--- src/rtl/bitmap_page_frame_allocator_top_assert.svh ---
// ----------------------------------------------------------------------------
// Assertion macros for the page frame allocator
// Same-cycle and next-cycle implication checks, reporting through $error.
// ----------------------------------------------------------------------------
`ifndef BITMAP_PAGE_FRAME_ALLOCATOR_TOP_ASSERT_SVH
`define BITMAP_PAGE_FRAME_ALLOCATOR_TOP_ASSERT_SVH

// antecedent implies consequent in the same cycle
`define BPFA_ASSERT_SAME(lbl, clk, rst, ante, cons, msg) \
   lbl: assert property (@(posedge clk) disable iff (rst) (ante) |-> (cons)) else $error(msg);

// antecedent implies consequent in the next cycle
`define BPFA_ASSERT_NEXT(lbl, clk, rst, ante, cons, msg) \
   lbl: assert property (@(posedge clk) disable iff (rst) (ante) |=> (cons)) else $error(msg);

`endif

--- src/rtl/bpfa_pkg.sv ---
// ----------------------------------------------------------------------------
// bpfa_pkg
// Shared constants, opcodes and controller/datapath interface types.
// ----------------------------------------------------------------------------
package bpfa_pkg;

   localparam int unsigned MAX_BLOCKS = 1048576;
   localparam int unsigned FRAME_W    = 21;
   localparam int unsigned WORD_AW    = 15;

   localparam logic [FRAME_W-1:0] MAX_FRAMES      = FRAME_W'(MAX_BLOCKS);
   localparam logic [FRAME_W-1:0] RUN_START_FRAME = FRAME_W'(64 * 32);
   localparam logic [FRAME_W-1:0] COUNT_MAX       = '1;

   localparam logic [2:0] OP_INIT       = 3'd0;
   localparam logic [2:0] OP_ALLOC_ONE  = 3'd1;
   localparam logic [2:0] OP_ALLOC_RUN  = 3'd2;
   localparam logic [2:0] OP_FREE_ONE   = 3'd3;
   localparam logic [2:0] OP_FREE_REG   = 3'd4;
   localparam logic [2:0] OP_RESERVE    = 3'd5;

   typedef enum logic [3:0] {
      CMD_NONE,
      CMD_LOAD,
      CMD_FILL,
      CMD_READ,
      CMD_FIND_ONE,
      CMD_WORD_NEXT,
      CMD_RUN_BIT,
      CMD_WALK_WR
   } dp_cmd_type;

   typedef struct packed {
      logic [2:0] op;
      logic       single;
      logic       alloc_fail;
      logic       scan_end;
      logic       word_full;
      logic       run_hit;
      logic       last_bit;
      logic       walk_end;
      logic       fill_last;
   } dp_status_type;

endpackage

--- src/rtl/bpfa_ctrl.sv ---
// ----------------------------------------------------------------------------
// bpfa_ctrl
// Sequencer: clearing pass, word scans, run search and bitmap walks.
// ----------------------------------------------------------------------------
`include "bitmap_page_frame_allocator_top_assert.svh"

module bpfa_ctrl (
   input  logic                    clock,
   input  logic                    reset,
   input  logic                    start,
   output logic                    busy,
   output logic                    rsp_valid,
   output bpfa_pkg::dp_cmd_type    cmd,
   input  bpfa_pkg::dp_status_type status
);
   import bpfa_pkg::*;

   typedef enum logic [10:0] {
      S_IDLE     = 11'b000_0000_0001,
      S_CLEAR    = 11'b000_0000_0010,
      S_DISPATCH = 11'b000_0000_0100,
      S_FILL     = 11'b000_0000_1000,
      S_SCAN_RD  = 11'b000_0001_0000,
      S_SCAN_CHK = 11'b000_0010_0000,
      S_RUN_RD   = 11'b000_0100_0000,
      S_RUN_BIT  = 11'b000_1000_0000,
      S_WALK_RD  = 11'b001_0000_0000,
      S_WALK_WR  = 11'b010_0000_0000,
      S_DONE     = 11'b100_0000_0000
   } state_type;

   state_type state_ff, state_in;

   // next state and datapath command
   always_comb begin
      state_in = state_ff;
      cmd      = CMD_NONE;
      case (state_ff)
         S_IDLE: begin
            if (start) begin
               cmd      = CMD_LOAD;
               state_in = S_DISPATCH;
            end
         end
         S_CLEAR: begin
            cmd = CMD_FILL;
            if (status.fill_last) state_in = S_IDLE;
         end
         S_DISPATCH: begin
            case (status.op)
               OP_INIT: state_in = S_FILL;
               OP_ALLOC_ONE: state_in = status.alloc_fail ? S_DONE : S_SCAN_RD;
               OP_ALLOC_RUN: begin
                  if (status.alloc_fail) state_in = S_DONE;
                  else if (status.single) state_in = S_SCAN_RD;
                  else state_in = S_RUN_RD;
               end
               OP_FREE_ONE, OP_FREE_REG, OP_RESERVE: state_in = S_WALK_RD;
               default: state_in = S_DONE;
            endcase
         end
         S_FILL: begin
            cmd = CMD_FILL;
            if (status.fill_last) state_in = S_DONE;
         end
         S_SCAN_RD: begin
            if (status.scan_end) begin
               state_in = S_DONE;
            end else begin
               cmd      = CMD_READ;
               state_in = S_SCAN_CHK;
            end
         end
         S_SCAN_CHK: begin
            if (status.word_full) begin
               cmd      = CMD_WORD_NEXT;
               state_in = S_SCAN_RD;
            end else begin
               cmd      = CMD_FIND_ONE;
               state_in = S_WALK_RD;
            end
         end
         S_RUN_RD: begin
            if (status.scan_end) begin
               state_in = S_DONE;
            end else begin
               cmd      = CMD_READ;
               state_in = S_RUN_BIT;
            end
         end
         S_RUN_BIT: begin
            cmd = CMD_RUN_BIT;
            if (status.run_hit) state_in = S_WALK_RD;
            else if (status.last_bit) state_in = S_RUN_RD;
         end
         S_WALK_RD: begin
            if (status.walk_end) begin
               state_in = S_DONE;
            end else begin
               cmd      = CMD_READ;
               state_in = S_WALK_WR;
            end
         end
         S_WALK_WR: begin
            cmd      = CMD_WALK_WR;
            state_in = S_WALK_RD;
         end
         S_DONE: begin
            state_in = S_IDLE;
         end
         default: begin
            state_in = S_IDLE;
         end
      endcase
   end

   always_ff @(posedge clock) begin
      if (reset) begin
         state_ff <= S_CLEAR;
      end else begin
         state_ff <= state_in;
      end
   end

   assign busy      = (state_ff != S_IDLE);
   assign rsp_valid = (state_ff == S_DONE);

   `BPFA_ASSERT_NEXT(a_rsp_single, clock, reset, rsp_valid, !rsp_valid, "result strobe held")
   `BPFA_ASSERT_NEXT(a_accept_busy, clock, reset, start && !busy, busy, "no busy after accept")
   `BPFA_ASSERT_SAME(a_rsp_busy, clock, reset, rsp_valid, busy, "result while idle")
   `BPFA_ASSERT_SAME(a_load_idle, clock, reset, cmd == CMD_LOAD, !busy && start,
                     "load outside an accept")

endmodule

--- config.mk ---
export PLATFORM = sky130hd
export DESIGN_NAME = bpfa_ctrl
export DESIGN_NICKNAME = d
export VERILOG_FILES = /design/src/rtl/bpfa_pkg.sv /design/src/rtl/bpfa_ctrl.sv
export VERILOG_INCLUDE_DIRS = /design/src /design/src/rtl
export SDC_FILE = /design/constraint.sdc
export NUM_CORES = 1
export LEC_CHECK = 0
export BUFFER_PORTS_ARGS = -buffer_cell sky130_fd_sc_hd__buf_2
export CAP_MARGIN = 10
export CORE_MARGIN = 2
export CORE_UTILIZATION = 50
export CTS_CLUSTER_DIAMETER = 120
export DETAILED_ROUTE_END_ITERATION = 10
export PLACE_DENSITY = 0.74
export SETUP_SLACK_MARGIN = 0.4
export SLEW_MARGIN = 0
export SYNTH_ARGS = -nofsm -noshare
export SYNTH_HDL_FRONTEND = slang
export SYNTH_SLANG_ARGS = --single-unit
export TNS_END_PERCENT = 100
--- constraint.sdc ---
create_clock -name clock -period 2.53 [get_ports clock]
set_clock_uncertainty 0.15 [all_clocks]
set_input_delay 0.759 -clock clock [delete_from_list [all_inputs] [get_ports clock]]
set_output_delay 0.759 -clock clock [all_outputs]
set_load 0.02 [all_outputs]
* Yosys cells after proc, flatten, opt, wreduce, memory -nomap -nowiden *
Index checks and enable logic that the tools add are counted.
W data, S select, Z words.

word-level totals
  flip-flop bits (word level) = 11
  ROM bits = 0
  bits in writable memories = 0
  input bits = 14
  latch bits = 0
  memories kept = 0

operators by class
  $add $sub $neg = 0
  magnitude comparators = 0
  equality and inequality tests = 21
  divide/modulo/power cells = 0
  shift operators = 0
  multiply operators = 0
  muxes and demuxes = 19
  bitwise gates (word level) = 0
  reduce and logical (&&, ||, !) cells = 5

operators by type and width
  kind                    count
  $mux W11                10
  $pmux W11 S10           1
  $pmux W11 S4            1
  $pmux W3 S7             1
  $eq A11 B1 Y1 const B   1
  $eq A11 B10 Y1 const B  1
  $eq A11 B11 Y1 const B  1
  $eq A11 B2 Y1 const B   1
  $eq A11 B3 Y1 const B   1
  $eq A11 B4 Y1 const B   1
  $eq A11 B5 Y1 const B   1
  $eq A11 B6 Y1 const B   1
  $eq A11 B7 Y1 const B   1
  $eq A11 B8 Y1 const B   1
  $eq A11 B9 Y1 const B   1
  $ne A11 B1 Y1 const B   1
  $mux W9                 1
  $mux W7                 1
  $eq A3 B2 Y1 const B    2
  $eq A3 B3 Y1 const B    2
  $ne A2 B2 Y1 const B    3
  $mux W2                 2
  $reduce_and A4 Y1       1
  $reduce_or A2 Y1        2
  5 further kinds         6

* Depth between registers and ports, before layout *
Gate-level depths: netlist (run 1).

  depth after elaboration = 4
  mapped depth = 6
  depth with buffers taken out = 4

* Worst setup path before layout (run 1) *
No wires, ideal clock.

  kind = reg-to-output
  start point = register state_ff[1]
  end point = output rsp_valid
  data required time = 1.621 ns
  buffers on the path = 2
  setup slack = -0.278 ns
  arrival time = 1.899 ns
  stages on the path, launching flop included = 6
  cell sequence = dfxtp_1 -> buf_2 -> nor4_1 -> buf_2 -> nand2_1 -> nor4b_1

on the way
  cells in the longest elaborated chain, start to end = 1

RTL lines
  item                      line              text
  start: declaration        bpfa_ctrl.sv:32   state_type state_ff, state_in;
  start signal: assignment  bpfa_ctrl.sv:121  state_ff <= state_in;
  $eq A11 B11 Y1            bpfa_ctrl.sv:126  assign rsp_valid = (state_ff == S_DONE);
  end: declaration          bpfa_ctrl.sv:12   output logic rsp_valid,

Every way passes these cells.

* Final worst setup path (run 1) *
  start point = input status[1] (netlist bit)
  end point = output cmd[0]

on the way
  cells in the longest elaborated chain, start to end = 2

RTL lines
  item                line             text
  start: declaration  bpfa_ctrl.sv:14  input bpfa_pkg::dp_status_type status
  $mux W2             bpfa_ctrl.sv:97  if (status.walk_end) begin
  $pmux W3 S7         bpfa_ctrl.sv:38  case (state_ff)
  end: declaration    bpfa_ctrl.sv:13  output bpfa_pkg::dp_cmd_type cmd,

Every way passes these cells.

==> impl_metrics.yaml, run 1 <==
logic_synthesis:
  syn_avg_cell_area_um2: 7.84
  synth_edf_count: 0
  syn_area_um2: 972
  synth-seq-cells: 11
  ys_warn_count: 0
  synth_area_leaders: "dfxtp_1 (23%), nor4b_1 (4.5%), nand2b_1 (3.9%)"
  synthFlopType: "dfxtp_1"
  async_reset_ff_share_pct: 0
  yosysSeqAreaShare_pct: 22.7
  synthCells: 124
  synth_largest_area_cell: "dfxtp_1"
  syn-num-nets: 138
  synth_cell_types: 45
  netlist.area_leader.share_pct: 22.7
detailed_routing:
  wl_met2_um: 1630
  wire_per_inst_um: 17.0
  wl_um: 3240
  wl_met3_um: 147
  ant_nets: 0
  m1WireLength_um: 1370
  initialDrtViolationCount: 34
  highest_layer: "met4"
  num_vias: 1180
  viasPerCell: 6.21
  drc: 0
  first_pass_iters: 4
clocking:
  cts_tree: "yes"
  clk_latency_ns: 0.28
  cts.sinks: 11
  ctsHoldBuffers: 0
  root_buffer: "clkbuf_4"
  cts_buffers: 3
  clock_path_buffers: 2
  htree_levels: 1
  path_clk_slew_ns: 0.08
layout:
  multi_input_area_um2: 843
  drive_gt1_share_pct: 50.9
  regMostFlops: "state_ff"
  design_area_um2: 1530
  layout_common_cells: "buf_4 (26), buf_2 (12), buf_6 (11)"
  nNetsFinal: 180
  fin_util_pct: 85.5
  nFillCells: 87
  final_common_cell: "buf_4"
  antenna_cells: 0
  reg_top3: "state_ff (11)"
  seq_area_um2: 234
  area.growth.synth_to_final_pct: 56.9
  largest_reg_flops: 11
run_status:
  status: "complete, but fails checks"
  violations: "setup timing"
timing:
  period_needed_ns: 2.69
  fmax_ghz: 0.372
  timing.hold.ws_ns: 0.375
  min_period_over_period_pct: 106
  slew_viol_final: 0
  setup-violations-final: 2
  finalHoldViolations: 0
  rsz0062_at_grt: "yes"
  fin_ws_ns: -0.156
global_routing:
  grt_max_degree: 13
  grt_pass1_vias: 1089
  antenna_found_initial: 0
  grt-ovfl-total: 0
  grt_pass1_wl_um: 4830
  grt_usage_pct: 30.3
placed_design:
  post_dp_cell_area_um2: 1220
  place_congestion: 0.910
  pre_cts_slack_ns: -0.166
  dp.final_hpwl_um: 2040
  port_buffers: 18
setup_path:
  crit_family: "simple AND/OR/NAND/NOR gates"
  path_class: "in -> out"
  worstPathCellList: "buf_6 > or3b_4 > a211oi_2 > o21ai_2 > nand3_2 > buf_6"
  worstReg2RegStart: "state_ff[6]"
  cp.buffers_inverters: 2
  cp.required_ns: 1.62
  worst_path_max_delay_cell: "or3b_4"
  crit_fanout: 2
  ff2ff_path_depth: 5
  ff2ff_setup_slack_ns: 0.41
  regToRegEndpoint: "state_ff[6]"
  cp_data_arrival_time_ns: 1.78
  crit_path_frequent_cell: "buf_6"
  critical_path_depth: 6
  startpoint_type: "primary input"
  cpPeakStageDelay_ns: 0.37
  end_kind: "output port"
pwr:
  p_leak_uw: 0.000593
  vdd_drop_max_v: 0.000275
  power_density_nw_per_um2: 302
floorplan:
  die_w_um: 48.1
  rows: 15
  start_util_pct: 54.5
  io_pins: 20
  die_area_um2: 2310
  core_um2: 1780
  dieHeight_um: 48.1
min_path:
  min_path_cells: 2
  hp-class: "reg -> reg"
  min_from: "state_ff[3]"
  hold_end: "state_ff[3]"
job:
  cap_violations: 0
[how the worst max path moves through the flow]
stage / start / endpoint
after floorplan: status[1] / cmd[0]
after global placement: status[1] / cmd[0]
after detailed placement: status[1] / cmd[0]
after CTS: status[1] / cmd[0]
after global routing: status[1] / cmd[0]
final: status[1] / cmd[0]
[logic make-up after synthesis]
group	after synthesis	synth area share, %
flip-flops	11	22.7
AO/OA/AOI/OAI	25	19.2
other	1	0.386
AND/OR/NAND/NOR	67	45.9
XOR/XNOR	5	4.50
buffers and inverters	15	7.34
[routing by layer]
| layer | GRT usage (%) | up-vias |
|---|---|---|
| li1 | - | 561 |
| met1 | 33.9 | 567 |
| met2 | 52.5 | 42 |
| met3 | 9.26 | 10 |
| met4 | 13.5 | 0 |
| met5 | 0 | - |
[cell usage after synthesis, types with 3 or more instances]
cell       n
dfxtp_1   11
nor3_1     7
nand2_1    6
nand2b_1   6
nand3_1    6
nor2_1     6
clkbuf_1   5
nand4_1    5
nor4b_1    5
o21ai_0    5
a21oi_1    4
nand3b_1   4
nor4_1     4
xor2_1     4
buf_2      3
inv_1      3
or3_1      3
[timing repair]
item / CTS / global route
setup buffers: 8 / 4
resized for setup: 23 / 21
gates cloned: 0 / 0
endpoints found under the setup margin: 7 / 8
pin swaps: 9 / 9
[where the power goes]
part	internal, µW	leakage, µW	switching [µW]
Combinational	69.9	0.000485	75.1
Sequential	176	0.0000926	4.93
Clock	61.2	0.0000150	73.7
Total	307	0.000593	154
[worst min-delay path: stages (launching register included)]
cell and delay, ns:
dfxtp_1 0.32, o211ai_1 0.09, a21oi_1 0.06
[area by class of cell]
class | instances | share of cell area (%)
Tap cell | 25 | 2.05
Multi-Input combinational cell | 98 | 55.3
Clock buffer | 4 | 1.72
Timing Repair Buffer | 49 | 24.9
Inverter | 3 | 0.738
Sequential cell | 11 | 15.3
[stage by stage]
stage | std cells | setup TNS, ns | total power [µW]
final | 190 | -0.307 | 461
after detailed placement | 174 | -0.324 | 286
after CTS | 186 | -0.276 | 442
after global placement | 174 | -0.283 | 284
after floorplan | 124 | 0 | 247
after global routing | 190 | -0.491 | 480
Power figures use the tool's default switching activity.
==> run 2, diff against run 1 <==
Settings changed: CORE_MARGIN 2 to 3.
==> run 2 against run 1 <==
- the flow still finishes with violations (setup timing)
- sequential power is essentially flat
- power grew 0.86%
- utilization increased by 1.1 points
- count of clock-buffer cells in the layout unchanged
- critical path type unchanged
- critical endpoint unchanged
==> impl_metrics.yaml, run 2 (synthesized netlist as in run 1, its figures left out) <==
setup_path:
  crit_family: "simple AND/OR/NAND/NOR gates"
  cpPeakStageDelay_ns: 0.36
  end_kind: "output port"
  ff2ff_setup_slack_ns: 0.46
  crit_path_frequent_cell: "buf_6"
  cp.required_ns: 1.62
  crit_fanout: 2
  path_class: "in -> out"
  worst_path_max_delay_cell: "or3b_1"
  critical_path_depth: 6
  ff2ff_path_depth: 5
  cp_data_arrival_time_ns: 1.74
  cp.buffers_inverters: 2
  worstPathCellList: "buf_6 > or3b_1 > a211oi_2 > o21ai_2 > nand3_2 > buf_6"
  startpoint_type: "primary input"
detailed_routing:
  num_vias: 1261
  wire_per_inst_um: 17.7
  wl_um: 3470
  drc: 0
  ant_nets: 0
  initialDrtViolationCount: 52
  viasPerCell: 6.43
  first_pass_iters: 4
global_routing:
  grt-ovfl-total: 0
  grt_pass1_vias: 1160
  grt_usage_pct: 27.8
  antenna_found_initial: 0
  busiest_layer: "met2"
  use_met1_pct: 32.3
  grt_max_degree: 13
  grt_pass1_wl_um: 5290
  use_met3_pct: 3.63
  grt_use_met2_pct: 47.4
layout:
  nNetsFinal: 186
  drive_gt1_share_pct: 52.0
  largest_reg_flops: 11
  reg_top3: "state_ff (11)"
  design_area_um2: 1540
  layout_common_cells: "buf_4 (31), buf_2 (13), buf_6 (11)"
  area.growth.synth_to_final_pct: 58.8
  regMostFlops: "state_ff"
  final_common_cell: "buf_4"
  antenna_cells: 0
clocking:
  cts.sinks: 11
  cts_tree: "yes"
  root_buffer: "clkbuf_4"
  cts_buffers: 3
  htree_levels: 1
  clock_path_buffers: 2
  clk_latency_ns: 0.27
  path_clk_slew_ns: 0.08
  ctsHoldBuffers: 0
floorplan:
  io_pins: 20
  rows: 15
  core_um2: 1780
  die_area_um2: 2510
  die_w_um: 50.1
  start_util_pct: 54.5
  dieHeight_um: 50.1
pwr:
  power_uw: 465
  power_density_nw_per_um2: 301
  p_leak_uw: 0.000620
  vdd_drop_max_v: 0.000345
min_path:
  hp-class: "reg -> reg"
  min_path_cells: 3
timing:
  finalHoldViolations: 0
  worst_slew_pin_slew_ns: 0.559
  setup-violations-final: 4
  fmax_ghz: 0.378
  slew_headroom_pct: 62.4
  rsz0062_at_grt: "yes"
  min_period_over_period_pct: 105
  period_needed_ns: 2.65
  fin_ws_ns: -0.116
  slew_viol_final: 0
run_status:
  status: "complete, but fails checks"
  violations: "setup timing"
placed_design:
  post_dp_cell_area_um2: 1230
  pre_cts_slack_ns: -0.158
  port_buffers: 18
  place_congestion: 0.855
  dp.final_hpwl_um: 2060
job:
  cap_violations: 0
==> run 2: area by class of cell <==
cell class	count	area (µm²)
Clock buffer	4	26.3
Tap cell	25	31.3
Inverter	3	11.3
Fill cell	99	239
Timing Repair Buffer	55	422
Sequential cell	11	230
Multi-Input combinational cell	98	823
==> run 2: worst paths after layout <==
check	from	endpoint
worst max register to register	state_ff[9]	state_ff[10]
worst min-delay path	state_ff[4]	state_ff[5]
worst min register to register	state_ff[4]	state_ff[5]
worst max-delay path	status[1]	cmd[0]
==> run 2: layer usage <==
metal  share of wire, %  wire (µm)  up-vias
li1                   -          -      576
met1                 38       1300      590
met2                 49       1710       75
met3                8.3        286       20
met4                4.8        166        0
met5                  0          0        -
==> run 2: what timing repair did <==
| item | CTS | global route |
|---|---|---|
| buffers inserted | 7 | 8 |
| endpoints found under the hold margin | 0 | 0 |
| resized for setup | 21 | 20 |
| cloned | 1 | 0 |
| setup endpoints to repair | 7 | 8 |
| pin swaps | 8 | 8 |
==> run 2: worst reg2reg max path, cell delays in order, from the launching register on <==
cell	delay [ns]
dfxtp_2	0.34
buf_4	0.15
or4_4	0.54
a2111oi_4	0.30
a41oi_2	0.08
a2111oi_2	0.40
==> run 2: power by group <==
part           internal [µW]  leakage, µW  switching, µW
registers                178    0.0000925           3.39
logic                   76.6     0.000512           79.6
clock network           61.1    0.0000150           66.2
==> run 2: metrics by stage <==
step	hold slack [ns]	util (%)	instances	TNS, ns
2_1_floorplan	0.391	-	124	0
3_3_place_gp	0.451	69.1	176	-0.287
3_5_place_dp	0.463	69.1	176	-0.307
4_1_cts	0.480	79.2	188	-0.248
5_1_grt	0.496	86.6	196	-0.516
6_report	0.478	86.6	196	-0.289
==> run 3, diff against run 2 <==
Settings changed: RECOVER_POWER from default to 100.
==> run 3 against run 2 <==
- the flow still finishes with violations (setup timing)
- sequential cell count unchanged
- sequential share of layout area increased by 0.36 points
- count of clock-buffer cells in the layout unchanged
- utilization decreased by 2.0 points
- worst hold slack got worse by 0.0023 ns
- largest cell class unchanged
==> impl_metrics.yaml, run 3 (synthesized netlist as in run 1, its figures left out) <==
setup_path:
  worstPathCellList: "buf_6 > or3b_1 > a211oi_2 > o21ai_2 > nand3_2 > buf_6"
  end_kind: "output port"
  crit_fanout: 2
  crit_path_frequent_cell: "buf_6"
  startpoint_type: "primary input"
  cp_data_arrival_time_ns: 1.74
  cpPeakStageDelay_ns: 0.36
  path_class: "in -> out"
  worstReg2RegStart: "state_ff[4]"
  ff2ff_setup_slack_ns: 0.27
  worst_path_max_delay_cell: "or3b_1"
  cp.required_ns: 1.62
  ff2ff_path_depth: 5
  regToRegEndpoint: "state_ff[6]"
timing:
  fin_ws_ns: -0.117
  slew_viol_final: 0
  worst_slew_pin_slew_ns: 0.762
  setup-violations-final: 4
  slew_headroom_pct: 48.7
  timing.hold.ws_ns: 0.475
  period_needed_ns: 2.65
  finalHoldViolations: 0
  fmax_ghz: 0.378
  rsz0062_at_grt: "yes"
  min_period_over_period_pct: 105
clocking:
  root_buffer: "clkbuf_4"
  clk_latency_ns: 0.27
  clock_path_buffers: 2
  cts.sinks: 11
  htree_levels: 1
  cts_tree: "yes"
  cts_buffers: 3
  path_clk_slew_ns: 0.08
pwr:
  power_density_nw_per_um2: 306
  vdd_drop_max_v: 0.000346
  power_uw: 461
  p_leak_uw: 0.000610
placed_design:
  place_congestion: 0.855
  dp.final_hpwl_um: 2060
  port_buffers: 18
  pre_cts_slack_ns: -0.158
layout:
  antenna_cells: 0
  regMostFlops: "state_ff"
  area.growth.synth_to_final_pct: 55.1
  reg_top3: "state_ff (11)"
  nNetsFinal: 186
  drive_gt1_share_pct: 48.0
  layout_common_cells: "buf_4 (29), buf_2 (12), buf_6 (11)"
  largest_reg_flops: 11
  fin_util_pct: 84.6
  final_common_cell: "buf_4"
detailed_routing:
  first_pass_iters: 4
  num_vias: 1264
  wl_um: 3520
  ant_nets: 0
  drc: 0
  viasPerCell: 6.45
  initialDrtViolationCount: 62
  wire_per_inst_um: 18.0
floorplan:
  die_w_um: 50.1
  core_um2: 1780
  rows: 15
  dieHeight_um: 50.1
  die_area_um2: 2510
  io_pins: 20
  start_util_pct: 54.5
min_path:
  min_path_cells: 3
  hp-class: "reg -> reg"
  hold_end: "state_ff[5]"
  min_from: "state_ff[4]"
global_routing:
  grt_max_degree: 13
  grt-ovfl-total: 0
  grt_pass1_wl_um: 5290
  antenna_found_initial: 0
  grt_pass1_vias: 1160
  grt_usage_pct: 27.8
job:
  cap_violations: 0
run_status:
  violations: "setup timing"
  status: "complete, but fails checks"
run 3: where the power goes:
group | switching, µW | total (µW) | leakage, µW | internal, µW
registers | 3.36 | 181 | 0.0000925 | 178
clock network | 66.6 | 128 | 0.0000150 | 61.1
logic | 77.2 | 152 | 0.000502 | 75.0
run 3: per-stage QoR:
step           setup TNS, ns  std cells  cell area (µm²)
5_1_grt               -0.519        196             1510
4_1_cts               -0.248        188             1410
3_3_place_gp          -0.287        176             1230
6_report              -0.288        196             1510
2_1_floorplan              0        124             1010
3_5_place_dp          -0.307        176             1230
run 3: worst max-delay path by stage:
stage | end | startpoint
finish | cmd[0] | status[1]
global route | cmd[0] | state_ff[4]
global placement | cmd[0] | status[1]
CTS | cmd[0] | state_ff[4]
detailed placement | cmd[0] | status[1]
floorplan | cmd[0] | status[1]
run 3: metal layers:
metal	vias to the layer above	routed length (µm)	global-route usage [%]
met3	18	263	3.63
met1	595	1360	32.3
met4	0	124	17.1
li1	574	-	-
met2	77	1780	47.4
met5	-	0	0
run 3: what timing repair did:
action                                  in CTS  in global routing
endpoints found under the setup margin       7                  8
buffers inserted                             7                  8
hold buffers                                 0                  0
pin swaps                                    8                  8
hold endpoints to repair                     0                  0
cloned                                       1                  0
gates resized for setup                     21                 20
run 3: final cells by class:
class,count,area (µm²)
inverter,3,11.3
sequential,11,230
clock buffer,4,26.3
tap,25,31.3
fill,108,275
timing repair buffer,55,413
multi-input combinational,98,796
run 3: worst max-delay path: cells and delay by family:
kind	cells	cell delay, ns
buffers and inverters	2	0.21
AO/OA/AOI/OAI	2	0.33
AND/OR/NAND/NOR	2	0.45
